===== src/hw/rtl/lcas_pkg.sv =====
// ---------------------------------------------------------------------------
// lcas_pkg
// Shared widths, codes and types of the capped LRU active-set unit.
// ---------------------------------------------------------------------------
package lcas_pkg;

  // Table geometry
  localparam int TABLE_DEPTH = 32;
  localparam int IDX_W       = $clog2(TABLE_DEPTH);
  localparam int CNT_W       = $clog2(TABLE_DEPTH + 1);

  // Field widths
  localparam int ID_W       = 32;
  localparam int CMD_W      = 2;
  localparam int ACT_W      = 2;
  localparam int COUNT_W    = 6;
  localparam int LIMIT_W    = 5;
  localparam int CFG_IDX_W  = 2;
  localparam int CFG_DATA_W = 5;
  localparam int OUT_DATA_W = ACT_W + ID_W + COUNT_W;

  // Request commands
  localparam logic [CMD_W-1:0] CMD_SHOW = 2'd0;
  localparam logic [CMD_W-1:0] CMD_HIDE = 2'd1;
  localparam logic [CMD_W-1:0] CMD_TICK = 2'd2;

  // Result actions
  localparam logic [ACT_W-1:0] ACT_NONE = 2'd0;
  localparam logic [ACT_W-1:0] ACT_HIDE = 2'd1;
  localparam logic [ACT_W-1:0] ACT_SHOW = 2'd2;

  // Configuration register indexes
  localparam logic [CFG_IDX_W-1:0] CFG_MODE  = 2'd0;
  localparam logic [CFG_IDX_W-1:0] CFG_LIMIT = 2'd1;
  localparam logic [CFG_IDX_W-1:0] CFG_KEEP  = 2'd2;

  // Mode values
  localparam logic MODE_EXCL  = 1'b0;
  localparam logic MODE_LIMIT = 1'b1;

  // Per-cell update command
  typedef struct packed {
    logic shift;  // take id from the cell above
    logic load;   // take the broadcast id, become valid
    logic clr;    // become invalid
  } cell_ctl_t;

endpackage


===== src/hw/rtl/lcas_cell.sv =====
// ---------------------------------------------------------------------------
// lcas_cell
// One slot of the recency chain: holds an id and its valid bit, compares
// against the lookup key and shifts down from its upper neighbor.
// ---------------------------------------------------------------------------
module lcas_cell (
  input  logic                   clk,
  input  logic                   rst_n,
  input  lcas_pkg::cell_ctl_t    ctl,
  input  logic [lcas_pkg::ID_W-1:0] up_id,
  input  logic [lcas_pkg::ID_W-1:0] wr_id,
  input  logic [lcas_pkg::ID_W-1:0] key,
  output logic [lcas_pkg::ID_W-1:0] id,
  output logic                   hit
);
  import lcas_pkg::*;

  logic [ID_W-1:0] id_r;
  logic            valid_r;

  // Valid bit: load wins over clear
  always_ff @(posedge clk) begin
    if (!rst_n) begin
      valid_r <= 1'b0;
    end else if (ctl.load) begin
      valid_r <= 1'b1;
    end else if (ctl.clr) begin
      valid_r <= 1'b0;
    end
  end

  // Id payload, no reset
  always_ff @(posedge clk) begin
    if (ctl.load) begin
      id_r <= wr_id;
    end else if (ctl.shift) begin
      id_r <= up_id;
    end
  end

  assign id    = id_r;
  assign hit   = valid_r && (id_r == key);

endmodule


===== src/hw/rtl/lcas_ctrl.sv =====
// ---------------------------------------------------------------------------
// lcas_ctrl
// Sequencer of the active-set unit: takes requests, drives the cell chain
// and produces result beats one at a time into the output register.
// ---------------------------------------------------------------------------
module lcas_ctrl (
  input  logic                                   clk,
  input  logic                                   rst_n,
  // request side
  input  logic                                   in_tvalid,
  output logic                                   in_tready,
  input  logic [lcas_pkg::CMD_W-1:0]             in_cmd,
  input  logic [lcas_pkg::ID_W-1:0]              in_id,
  // result side
  output logic                                   out_tvalid,
  input  logic                                   out_tready,
  output logic [lcas_pkg::ACT_W-1:0]             out_action,
  output logic [lcas_pkg::ID_W-1:0]              out_target,
  output logic [lcas_pkg::COUNT_W-1:0]           out_count,
  output logic                                   out_last,
  // configuration
  input  logic                                   cfg_we,
  input  logic [lcas_pkg::CFG_IDX_W-1:0]         cfg_idx,
  input  logic [lcas_pkg::CFG_DATA_W-1:0]        cfg_wdata,
  // cell chain
  input  logic [lcas_pkg::TABLE_DEPTH-1:0]       cell_hit,
  input  logic [lcas_pkg::ID_W-1:0]              bottom_id,
  output logic [lcas_pkg::ID_W-1:0]              key,
  output lcas_pkg::cell_ctl_t [lcas_pkg::TABLE_DEPTH-1:0] cell_ctl
);
  import lcas_pkg::*;

  typedef enum logic [1:0] {S_IDLE, S_LOOKUP, S_APPLY, S_EVICT} state_t;

  state_t                 state_r, state_nxt;
  logic [CMD_W-1:0]       cmd_r, cmd_nxt;
  logic [ID_W-1:0]        key_r, key_nxt;
  logic [CNT_W-1:0]       count_r, count_nxt;
  logic [ID_W-1:0]        restore_r, restore_nxt;
  logic [TABLE_DEPTH-1:0] hit_r, hit_nxt;
  logic                   mode_r;
  logic [LIMIT_W-1:0]     limit_r;
  logic                   keep_r;

  logic                   out_valid_r, out_valid_nxt;
  logic [ACT_W-1:0]       out_action_r, out_action_nxt;
  logic [ID_W-1:0]        out_target_r, out_target_nxt;
  logic [CNT_W-1:0]       out_count_r, out_count_nxt;
  logic                   out_last_r, out_last_nxt;

  logic                   out_free;
  logic                   found;
  logic [IDX_W-1:0]       hit_idx;
  logic [CNT_W-1:0]       lim;
  logic                   touch_op, hide_op;
  logic                   rem_en, ld_en;
  logic [IDX_W-1:0]       rem_idx;
  logic [CNT_W-1:0]       ld_pos;
  logic [CNT_W-1:0]       count_dec;

  // Encode the one matching slot (ids are unique in the table)
  always_comb begin
    hit_idx = '0;
    for (int i = 0; i < TABLE_DEPTH; i++) begin
      if (hit_r[i]) hit_idx = hit_idx | IDX_W'(i);
    end
  end

  assign found     = |hit_r;
  assign out_free  = !out_valid_r || out_tready;
  assign count_dec = count_r - CNT_W'(1);
  assign touch_op  = (key_r != '0) && ((cmd_r == CMD_SHOW) || (cmd_r == CMD_TICK));
  assign hide_op   = (key_r != '0) && (cmd_r == CMD_HIDE);

  // Active cap: exclusive keeps one, a zero limit acts as one
  always_comb begin
    if (mode_r == MODE_LIMIT && limit_r != '0) begin
      lim = CNT_W'(limit_r);
    end else begin
      lim = CNT_W'(1);
    end
  end

  // Sequencer next state
  always_comb begin
    state_nxt      = state_r;
    cmd_nxt        = cmd_r;
    key_nxt        = key_r;
    count_nxt      = count_r;
    restore_nxt    = restore_r;
    hit_nxt        = hit_r;
    out_valid_nxt  = out_valid_r && !out_tready;
    out_action_nxt = out_action_r;
    out_target_nxt = out_target_r;
    out_count_nxt  = out_count_r;
    out_last_nxt   = out_last_r;
    rem_en         = 1'b0;
    rem_idx        = '0;
    ld_en          = 1'b0;
    ld_pos         = '0;

    unique case (state_r)
      S_IDLE: begin
        if (in_tvalid) begin
          cmd_nxt   = in_cmd;
          key_nxt   = (in_cmd == CMD_TICK) ? restore_r : in_id;
          state_nxt = S_LOOKUP;
        end
      end

      S_LOOKUP: begin
        hit_nxt   = cell_hit;
        state_nxt = S_APPLY;
      end

      S_APPLY: begin
        if (out_free) begin
          // default: single no-action result
          out_valid_nxt  = 1'b1;
          out_action_nxt = ACT_NONE;
          out_target_nxt = '0;
          out_count_nxt  = count_r;
          out_last_nxt   = 1'b1;
          state_nxt      = S_IDLE;

          if (touch_op) begin
            ld_en = 1'b1;
            if (found) begin
              // refresh: pull it out, put it back on top
              rem_en  = 1'b1;
              rem_idx = hit_idx;
              ld_pos  = count_dec;
            end else if (count_r == CNT_W'(TABLE_DEPTH)) begin
              // full: drop least recent
              rem_en  = 1'b1;
              ld_pos  = CNT_W'(TABLE_DEPTH - 1);
            end else begin
              ld_pos    = count_r;
              count_nxt = count_r + CNT_W'(1);
            end

            if (cmd_r == CMD_TICK) begin
              restore_nxt    = '0;
              out_action_nxt = ACT_SHOW;
              out_target_nxt = key_r;
              out_count_nxt  = count_nxt;
            end else begin
              out_valid_nxt = out_valid_r && !out_tready;
              state_nxt     = S_EVICT;
            end
          end else if (hide_op) begin
            if (found) begin
              rem_en    = 1'b1;
              rem_idx   = hit_idx;
              count_nxt = count_dec;
            end
            out_count_nxt = count_nxt;
            if (keep_r && count_nxt == '0) begin
              restore_nxt = key_r;
            end
          end
        end
      end

      S_EVICT: begin
        if (out_free) begin
          out_valid_nxt = 1'b1;
          if (count_r > lim) begin
            // hide least recent
            rem_en         = 1'b1;
            count_nxt      = count_dec;
            out_action_nxt = ACT_HIDE;
            out_target_nxt = bottom_id;
            out_count_nxt  = count_dec;
            out_last_nxt   = (count_dec == lim);
            if (count_dec == lim) state_nxt = S_IDLE;
          end else begin
            out_action_nxt = ACT_NONE;
            out_target_nxt = '0;
            out_count_nxt  = count_r;
            out_last_nxt   = 1'b1;
            state_nxt      = S_IDLE;
          end
        end
      end

      default: state_nxt = S_IDLE;
    endcase
  end

  // Per-cell commands: remove shifts the upper part down, load writes on top
  always_comb begin
    for (int i = 0; i < TABLE_DEPTH; i++) begin
      cell_ctl[i].shift = rem_en && (IDX_W'(i) >= rem_idx) &&
                          ((CNT_W'(i) + CNT_W'(1)) < count_r);
      cell_ctl[i].clr   = rem_en && ((CNT_W'(i) + CNT_W'(1)) == count_r);
      cell_ctl[i].load  = ld_en && (CNT_W'(i) == ld_pos);
    end
  end

  // State and registered outputs
  always_ff @(posedge clk) begin
    if (!rst_n) begin
      state_r     <= S_IDLE;
      count_r     <= '0;
      restore_r   <= '0;
      out_valid_r <= 1'b0;
      mode_r      <= MODE_EXCL;
      limit_r     <= LIMIT_W'(2);
      keep_r      <= 1'b0;
    end else begin
      state_r     <= state_nxt;
      count_r     <= count_nxt;
      restore_r   <= restore_nxt;
      out_valid_r <= out_valid_nxt;
      if (cfg_we) begin
        unique case (cfg_idx)
          CFG_MODE:  mode_r  <= cfg_wdata[0];
          CFG_LIMIT: limit_r <= cfg_wdata[LIMIT_W-1:0];
          CFG_KEEP:  keep_r  <= cfg_wdata[0];
          default:   ;
        endcase
      end
    end
    cmd_r        <= cmd_nxt;
    key_r        <= key_nxt;
    hit_r        <= hit_nxt;
    out_action_r <= out_action_nxt;
    out_target_r <= out_target_nxt;
    out_count_r  <= out_count_nxt;
    out_last_r   <= out_last_nxt;
  end

  assign in_tready  = (state_r == S_IDLE);
  assign key        = key_r;
  assign out_tvalid = out_valid_r;
  assign out_action = out_action_r;
  assign out_target = out_target_r;
  assign out_count  = COUNT_W'(out_count_r);
  assign out_last   = out_last_r;

endmodule


===== src/hw/rtl/lru_capped_active_set_unit.sv =====
// The unit keeps up to 32 active ids in recency order in a chain of slot
// cells, least recent at the bottom. A request is taken only when the
// sequencer is idle; it then goes through the key compare in all cells
// (S_LOOKUP), the step applying the show, hide or tick (S_APPLY), and for
// a show the evict step (S_EVICT), which emits one hide per evicted id (a
// single no-action result when nothing is evicted), each eviction shifting
// the occupied part of the chain down by one slot. The apply and evict
// steps wait while the result side stalls.
// The next request is taken while the final result still sits in the
// output register.
// ---------------------------------------------------------------------------
// lru_capped_active_set_unit
// Capped LRU active-id set: show/hide/tick requests in, hide/show/no-action
// results out, with optional restore of the last hidden id.
// ---------------------------------------------------------------------------
module lru_capped_active_set_unit (
  input  logic                                 clk,
  input  logic                                 rst_n,
  // request channel
  input  logic                                 in_tvalid,
  output logic                                 in_tready,
  input  logic [lcas_pkg::ID_W-1:0]            in_tdata,   // [31:0] item_id
  input  logic [lcas_pkg::CMD_W-1:0]           in_tuser,   // [1:0] command
  // result channel
  output logic                                 out_tvalid,
  input  logic                                 out_tready,
  output logic [lcas_pkg::OUT_DATA_W-1:0]      out_tdata,  // [1:0] action,
                                                           // [33:2] dest_id,
                                                           // [39:34] active_count
  output logic                                 out_tlast,
  // configuration
  input  logic                                 cfg_we,
  input  logic [lcas_pkg::CFG_IDX_W-1:0]       cfg_idx,
  input  logic [lcas_pkg::CFG_DATA_W-1:0]      cfg_wdata
);
  import lcas_pkg::*;

  logic [TABLE_DEPTH-1:0]           cell_hit;
  logic [TABLE_DEPTH-1:0][ID_W-1:0] cell_id;
  logic [TABLE_DEPTH-1:0][ID_W-1:0] cell_up;
  cell_ctl_t [TABLE_DEPTH-1:0]      cell_ctl;
  logic [ID_W-1:0]                  key;
  logic [ACT_W-1:0]                 out_action;
  logic [ID_W-1:0]                  out_target;
  logic [COUNT_W-1:0]               out_count;

  // Sequencer
  lcas_ctrl u_ctrl (
    .clk        (clk),
    .rst_n      (rst_n),
    .in_tvalid  (in_tvalid),
    .in_tready  (in_tready),
    .in_cmd     (in_tuser),
    .in_id      (in_tdata),
    .out_tvalid (out_tvalid),
    .out_tready (out_tready),
    .out_action (out_action),
    .out_target (out_target),
    .out_count  (out_count),
    .out_last   (out_tlast),
    .cfg_we     (cfg_we),
    .cfg_idx    (cfg_idx),
    .cfg_wdata  (cfg_wdata),
    .cell_hit   (cell_hit),
    .bottom_id  (cell_id[0]),
    .key        (key),
    .cell_ctl   (cell_ctl)
  );

  // Chain of slot cells; the top cell has nothing above it
  for (genvar g = 0; g < TABLE_DEPTH; g++) begin : g_cell
    if (g == TABLE_DEPTH - 1) begin : g_top
      assign cell_up[g] = '0;
    end else begin : g_mid
      assign cell_up[g] = cell_id[g+1];
    end

    lcas_cell u_cell (
      .clk   (clk),
      .rst_n (rst_n),
      .ctl   (cell_ctl[g]),
      .up_id (cell_up[g]),
      .wr_id (key),
      .key   (key),
      .id    (cell_id[g]),
      .hit   (cell_hit[g])
    );
  end

  assign out_tdata = {out_count, out_target, out_action};

endmodule


===== config.mk =====
export PLATFORM = sky130hd
export DESIGN_NAME = lru_capped_active_set_unit
export DESIGN_NICKNAME = d
export VERILOG_FILES = /design/src/hw/rtl/lcas_pkg.sv /design/src/hw/rtl/lcas_cell.sv /design/src/hw/rtl/lcas_ctrl.sv /design/src/hw/rtl/lru_capped_active_set_unit.sv
export SDC_FILE = /design/constraint.sdc
export NUM_CORES = 2
export LEC_CHECK = 0
export ABC_AREA = 1
export BUFFER_PORTS_ARGS = -buffer_cell sky130_fd_sc_hd__buf_2
export CORE_MARGIN = 4
export CORE_UTILIZATION = 30
export DETAILED_ROUTE_END_ITERATION = 10
export HOLD_SLACK_MARGIN = 0.12
export MAX_ROUTING_LAYER = met4
export PLACE_DENSITY = 0.49
export SLEW_MARGIN = 10
export SYNTH_ARGS = -nofsm -noshare
export SYNTH_HDL_FRONTEND = slang
export SYNTH_SLANG_ARGS = --single-unit

===== constraint.sdc =====
create_clock -name clk -period 12.56 [get_ports clk]
set_clock_uncertainty 0.2 [all_clocks]
set_input_delay 1.884 -clock clk [delete_from_list [all_inputs] [get_ports clk]]
set_output_delay 1.884 -clock clk [all_outputs]
set_load 0.01 [all_outputs]

After elaboration in Yosys (flattened, before gate mapping)
Index checks and enable logic that the tools add are counted.
{"block": "totals", "ff_bits": 1211, "in_bits": 46, "out_inout_bits": 43}
{"block": "op_classes", "n_addsub": 2, "magnitude_cmp": 65, "n_eq_ne": 148, "mux": 504, "n_reduce_logical": 217}
{"operator": "32-bit 2-to-1 mux", "n": 131}
{"operator": "32-bit equality test", "n": 32}
{"operator": "6-bit 2-to-1 mux", "n": 52}
{"operator": "1-bit 2-to-1 mux", "n": 224}
{"operator": "5-bit 2-to-1 mux", "n": 40}
{"operator": "5-bit by 6-bit equality test with 1-bit output, first input constant", "n": 32}
{"operator": "1-bit logical AND", "n": 165}
{"operator": "3-bit by 1-bit inequality test with 1-bit output, second input constant", "n": 34}
{"operator": "4-bit by 6-bit equality test with 1-bit output, first input constant", "n": 16}
{"operator": "5-bit by 6-bit less-than comparator with 1-bit output, first input constant", "n": 16}
{"operator": "5-bit >= comparator, first input constant", "n": 16}
{"operator": "2-bit 2-to-1 mux", "n": 37}
{"operator": "2-bit nonzero test", "n": 33}
{"operator": "32-bit case mux with 2 select lines", "n": 1}
{"operator": "3-bit by 6-bit equality test with 1-bit output, first input constant", "n": 8}
{"operator": "4-bit by 6-bit less-than comparator with 1-bit output, first input constant", "n": 8}
{"operator": "4-bit by 5-bit >= comparator with 1-bit output, first input constant", "n": 8}
{"operator": "4-bit 2-to-1 mux", "n": 8}
{"operator": "32-bit nonzero test", "n": 1}
{"operator": "32-bit OR reduction", "n": 1}
{"operator": "2-bit by 6-bit equality test with 1-bit output, first input constant", "n": 4}
{"operator": "3-bit by 6-bit less-than comparator with 1-bit output, first input constant", "n": 4}
{"operator": "6-bit case mux with 2 select lines", "n": 2}
{"operator": "3-bit by 5-bit >= comparator with 1-bit output, first input constant", "n": 4}
{"operator": "other kinds (30)", "n": 59}

Logic depth before layout (Yosys ltp)
{"block": "depth", "word_depth": 52, "ltp_mapped": 19}

Hierarchy
From an unflattened synthesis, not the netlist that was laid out.
{"block": "unflattened", "hier_cells": 10124, "hier_area_um2": 72498.3}
{"mod": "lcas_cell", "instances": 32, "cells_per_inst": 280, "area_each_um2": 1985.7, "seq_area_each_um2": 980.9}
{"mod": "lcas_ctrl", "instances": 1, "cells_per_inst": 1163, "area_each_um2": 8953.6, "seq_area_each_um2": 4174.0}
{"mod": "lru_capped_active_set_unit", "instances": 1, "cells_per_inst": 1, "area_each_um2": 3.8, "seq_area_each_um2": 0.0}

Least setup slack after synthesis
OpenSTA, ideal clock, no wires.
{"block": "synth_path", "path_kind": "input to register", "start": "input out_tready", "end": "register g_cell[5].u_cell.id_r[0] (enable)", "t_arrival_ns": 5.770, "required_ns": 11.894, "path_slack_ns": 6.124, "path_stages": 7, "path_buffers": 1, "path_cell_list": "nor2_1 > nor2_4 > nand2_1 > nor2_1 > buf_2 > nand3_1 > o21ai_0"}
{"block": "synth_between", "elab_chain_cells": 8, "word_cells_on_any_way": 21, "cone_classes": "1 x order compare; 1 x eq/ne; 14 x mux; 5 x reduce/logical"}
{"element": "start, declared", "line_no": "lru_capped_active_set_unit.sv:26", "source": "input logic out_tready,"}
{"element": "1-bit logical OR *", "line_no": "lcas_ctrl.sv:70", "source": "assign out_free = !out_valid_r || out_tready;"}
{"element": "5-bit 2-to-1 mux", "line_no": "lcas_ctrl.sv:117", "source": "if (out_free) begin"}
{"element": "5-bit 2-to-1 mux (2 in a row)", "line_no": "lcas_ctrl.sv:102", "source": "unique case (state_r)"}
{"element": "3-bit by 5-bit >= comparator with 1-bit output", "line_no": "lcas_ctrl.sv:194", "source": "cell_ctl[i].shift = rem_en && (IDX_W'(i) >= rem_idx) &&"}
{"element": "1-bit logical AND (2 in a row)", "line_no": "lcas_ctrl.sv:194"}
{"element": "2-bit nonzero test (no line) *"}
{"element": "end signal, assigned", "line_no": "lcas_cell.sv:35", "source": "id_r <= wr_id;"}
{"element": "end signal, assigned", "line_no": "lcas_cell.sv:37", "source": "id_r <= up_id;"}
{"element": "end, declared", "line_no": "lcas_cell.sv:18", "source": "logic [ID_W-1:0] id_r;"}
Every way passes the cells marked *; elsewhere a longest branch is shown, timed or not. The select of a mux whose other input is x is not followed.
A chain may end at the register's enable or synchronous reset.

Worst setup path in the final report
{"block": "layout_path", "start": "register u_ctrl.key_r[16] (netlist: u_ctrl.key[16])", "end": "register g_cell[25].u_cell.id_r[23] (enable)"}
{"block": "layout_between", "elab_chain_cells": 16, "word_cells_on_any_way": 41, "cone_classes": "1 x order compare; 1 x eq/ne; 32 x mux; 7 x reduce/logical"}
{"element": "start, declared", "line_no": "lcas_ctrl.sv:37", "source": "logic [ID_W-1:0] key_r, key_nxt;"}
{"element": "start signal, assigned", "line_no": "lcas_ctrl.sv:226", "source": "key_r <= key_nxt;"}
{"element": "32-bit nonzero test *", "line_no": "lcas_ctrl.sv:72, lcas_ctrl.sv:73"}
{"element": "1-bit logical AND", "line_no": "lcas_ctrl.sv:73", "source": "assign hide_op = (key_r != '0) && (cmd_r == CMD_HIDE);"}
{"element": "5-bit 2-to-1 mux", "line_no": "lcas_ctrl.sv:151", "source": "end else if (hide_op) begin"}
{"element": "5-bit 2-to-1 mux", "line_no": "lcas_ctrl.sv:126", "source": "if (touch_op) begin"}
{"element": "5-bit 2-to-1 mux", "line_no": "lcas_ctrl.sv:117"}
{"element": "5-bit 2-to-1 mux", "line_no": "lcas_ctrl.sv:102"}
{"element": "5-bit 2-to-1 mux", "line_no": "lcas_ctrl.sv:126"}
{"element": "5-bit 2-to-1 mux", "line_no": "lcas_ctrl.sv:117"}
{"element": "5-bit 2-to-1 mux", "line_no": "lcas_ctrl.sv:102"}
{"element": "5-bit 2-to-1 mux", "line_no": "lcas_ctrl.sv:117"}
{"element": "5-bit 2-to-1 mux (2 in a row)", "line_no": "lcas_ctrl.sv:102"}
{"element": "5-bit >= comparator", "line_no": "lcas_ctrl.sv:194"}
{"element": "1-bit logical AND (2 in a row)", "line_no": "lcas_ctrl.sv:194"}
{"element": "2-bit nonzero test (no line) *"}
{"element": "end signal, assigned", "line_no": "lcas_cell.sv:35"}
{"element": "end signal, assigned", "line_no": "lcas_cell.sv:37"}
{"element": "end, declared", "line_no": "lcas_cell.sv:18"}
Marks and branches as above.

==> out/results.ini <==
[setup_path]
cp.buffers_inverters=3
path_common_cell=nand2_1
cp.depth=15
ff2ff_setup_slack_ns=6.44
cp-end-kind=flop
timing.rr.end=g_cell[25].u_cell.id[23]
r2r-start=u_ctrl.key[16]
crit_chain=buf_4, clkinv_2, nand2_1, nor2_1, nand2_1, inv_1, nand2_1, nor2_1, nor2_4, nand2_1, nor2_2, nand2_2, nor2_1, nand2_2, nand2_1
r2r_cells=15
worst_path_max_delay_cell=nand2_1
cp-startpoint=u_ctrl.key[16]
crit_type=reg -> reg
slowest_delay_ns=1.17
required_ns=12.77
startpoint_type=flop
worstPathMaxFanout=66
cp-endpoint=g_cell[25].u_cell.id[23]
arrival_ns=6.33
path_delay_family=simple AND/OR/NAND/NOR gates

[global_route]
antenna_found_initial=9
grt_pass1_vias=51427
grt_usage_pct=25.1
grt_overflow=0
grt_pass1_wl_um=393000
grt_max_degree=67

[synth]
syn_inst=7168
syn_nets=7224
synth_area_mm2=0.0641
ys_types=55
async_flop_share_pct=0
seq_area_frac_synth_pct=55.4
yosys_warnings=0
synth_top_cell_area_share_pct=52.9
avgSynthCellArea_um2=8.95
synthTopCellsByArea=edfxtp_1, nand2_1, o21ai_0, o21ai_1, dfxtp_1
ys_seq_elements=1211
ys.flop_type=edfxtp_1
yosys.area.top_type=edfxtp_1
synth_edf_count=1131

[sta]
worst_slew_pin_slew_ns=1.21
fin_crit_ns=6.12
tns_ns=0
fin_crit_sh_pct=48.7
slew_headroom_pct=19.0
clock.fmax_ghz=0.164
hold_violations=0
fin_hold_ws_ns=0.278
maxSlewViolCount=0
grt_setup_unrepaired=no
setup_viol=0

[final_layout]
drive_gt1_share_pct=10.5
synthToLayoutAreaGrowth_pct=12.3
fin_area_mm2=0.0720
final_common_cell=nand2_1
layout.nets=7067
mostFrequentLayoutCells=nand2_1, edfxtp_1, o21ai_0, o21ai_1, nor2_1
fillers=22010

[routing]
postRouteWirelength_um=281000
vias=55669
avgViaCountPerCell=5.59
firstDrtPassIters=6
wl_per_cell_um=28.2
drt_iter0_markers=7278
drc=0
ant_nets=0

[power_and_ir_drop]
p_leak_nw=27.0
clkPwrFrac_pct=29.8
p_int_w=0.00866
p_sw_w=0.00557
p_per_area_mw_per_mm2=198
swShare_pct=39.2
seq_power_share_pct=39.7
power_frac_comb_pct=30.5
vdd.ir_drop.worst_uv=156

[floorplanning]
dieHeight_um=470
core_area_mm2=0.212
start_util_pct=30.2
dieArea_mm2=0.221
fp.dieW_um=470
core.rowCount=169
ios=89

[run_status]
status=complete, no violations

[clock_tree]
cts-hold-fix-buffers=0
cts_tree=done
clkSinkCount=1211
insertion_delay_ns=0.82
cts_inserted_buffers=140
h-tree-depth=4
clock_path_buffers=3
cts_resized=0
post_cts_buffers=0
clk_pin_slew_worst_paths_ns=0.06
cts-root-buf=clkbuf_16

[job]
cap_violations=0

[placed_design]
io_buffers=88
place_congestion=0.983
dpl.hpwl_um=188000
place_area_mm2=0.0673

[worst_hold_path]
hold_path_class=reg -> reg

==> worst min path at each step <==
| stage | cells past startpoint | startpoint | slack (ns) | end |
|---|---|---|---|---|
| detailed placement | 2 | g_cell[18].u_cell.valid_r | 0.27 | g_cell[18].u_cell.valid_r |
| CTS | 2 | g_cell[18].u_cell.valid_r | 0.28 | g_cell[18].u_cell.valid_r |
| global placement | 2 | u_ctrl.restore_r[16] | 0.26 | u_ctrl.restore_r[16] |
| global route | 2 | u_ctrl.restore_r[9] | 0.30 | u_ctrl.restore_r[9] |
| finish | 2 | u_ctrl.restore_r[17] | 0.28 | u_ctrl.restore_r[17] |
| floorplan | 2 | g_cell[30].u_cell.valid_r | 0.24 | g_cell[30].u_cell.valid_r |
==> synth_stat cells, types with 10 or more instances <==
cell type	number
a21oi_1	92
nand4_1	37
a211oi_1	32
or2_2	136
buf_1	51
o21ai_1	482
nor2_1	341
o211ai_1	14
nand3_1	160
ha_1	10
nor3_1	26
inv_1	162
edfxtp_1	1131
o22ai_1	197
nor4_1	115
buf_2	156
a221oi_1	111
a2111oi_0	11
xnor2_1	117
o2111ai_1	20
mux2_2	14
a22o_1	67
inv_2	28
dfxtp_1	80
clkbuf_1	347
xor2_1	135
o21ai_0	592
buf_4	12
nand2_1	2411
nor2_4	11
==> per-stage QoR <==
stage / std cells / setup WS [ns] / utilization (%) / power, W
floorplan: 7168 / 6.12 / - / 0.00785
global placement: 9690 / 5.84 / 31.7 / 0.00994
detailed placement: 9690 / 5.76 / 31.7 / 0.00993
CTS: 9945 / 6.43 / 33.9 / 0.0142
global route: 9946 / 6.08 / 33.9 / 0.0147
finish: 9951 / 6.44 / 33.9 / 0.0142
==> logic make-up (layout without fill, tap and decap cells) <==
| family | count (synthesis) | after routing | synth area share (%) |
|---|---|---|---|
| and+or+nand+nor | 3281 | 3281 | 21.1 |
| AOI/OAI and AO/OA | 1637 | 1637 | 14.7 |
| DFF | 1211 | 1211 | 55.4 |
| buffers and inverters | 763 | 719 | 4.87 |
| xor gates and xnor gates | 252 | 252 | 3.44 |
| muxes | 14 | 14 | 0.246 |
| adders and majority gates | 10 | 10 | 0.195 |
| other | 0 | 6 | 0 |
==> final cells by class <==
| type | count | area [µm²] | area share, % |
|---|---|---|---|
| tap | 2821 | 3530 | 4.90 |
| timing repair buffer | 269 | 1820 | 2.53 |
| multi-input combinational | 5194 | 25700 | 35.6 |
| antenna | 6 | 15.0 | 0.0208 |
| clock inverter | 70 | 840 | 1.17 |
| sequential | 1211 | 35600 | 49.4 |
| clock buffer | 185 | 3820 | 5.30 |
| inverter | 195 | 773 | 1.07 |
==> routing by layer <==
layer,up-vias,track usage [%],wire [µm]
met5,-,-,0
met4,0,9.92,12300
met3,599,4.39,24700
met2,3005,37.7,124000
met1,27415,33.8,119000
li1,24650,-,-
==> worst register-to-register path: stages (launching register included) <==
cell      delay [ns]
edfxtp_1        0.33
buf_4           0.46
clkinv_2        0.64
nand2_1         0.25
nor2_1          0.09
nand2_1         0.11
inv_1           0.05
nand2_1         0.06
nor2_1          0.07
nor2_4          0.58
nand2_1         0.27
nor2_2          0.30
nand2_2         0.16
nor2_1          0.32
nand2_2         0.63
nand2_1         1.18
==> flip-flops by register name, indices dropped and copies added, names as in the netlist <==
name and flops:
g_cell.u_cell.id 1024, g_cell.u_cell.valid_r 32, u_ctrl.hit_r 32, u_ctrl.key 32
u_ctrl.out_target 32, u_ctrl.restore_r 32, u_ctrl.count_r 6, u_ctrl.out_count 6
u_ctrl.limit_r 5, u_ctrl.cmd_r 2, u_ctrl.out_action 2, u_ctrl.state_r 2
u_ctrl.keep_r 1, u_ctrl.mode_r 1, u_ctrl.out_last 1, u_ctrl.out_tvalid 1
==> power by group through the flow <==
stage	Sequential [W]	Clock, W	Combinational, W
floorplan	0.00551	0	0.00233
global placement	0.00572	0	0.00422
detailed placement	0.00570	0	0.00423
CTS	0.00564	0.00428	0.00424
global route	0.00568	0.00445	0.00455
finish	0.00565	0.00424	0.00435
Note: power is estimated with default switching activity, not from simulation.
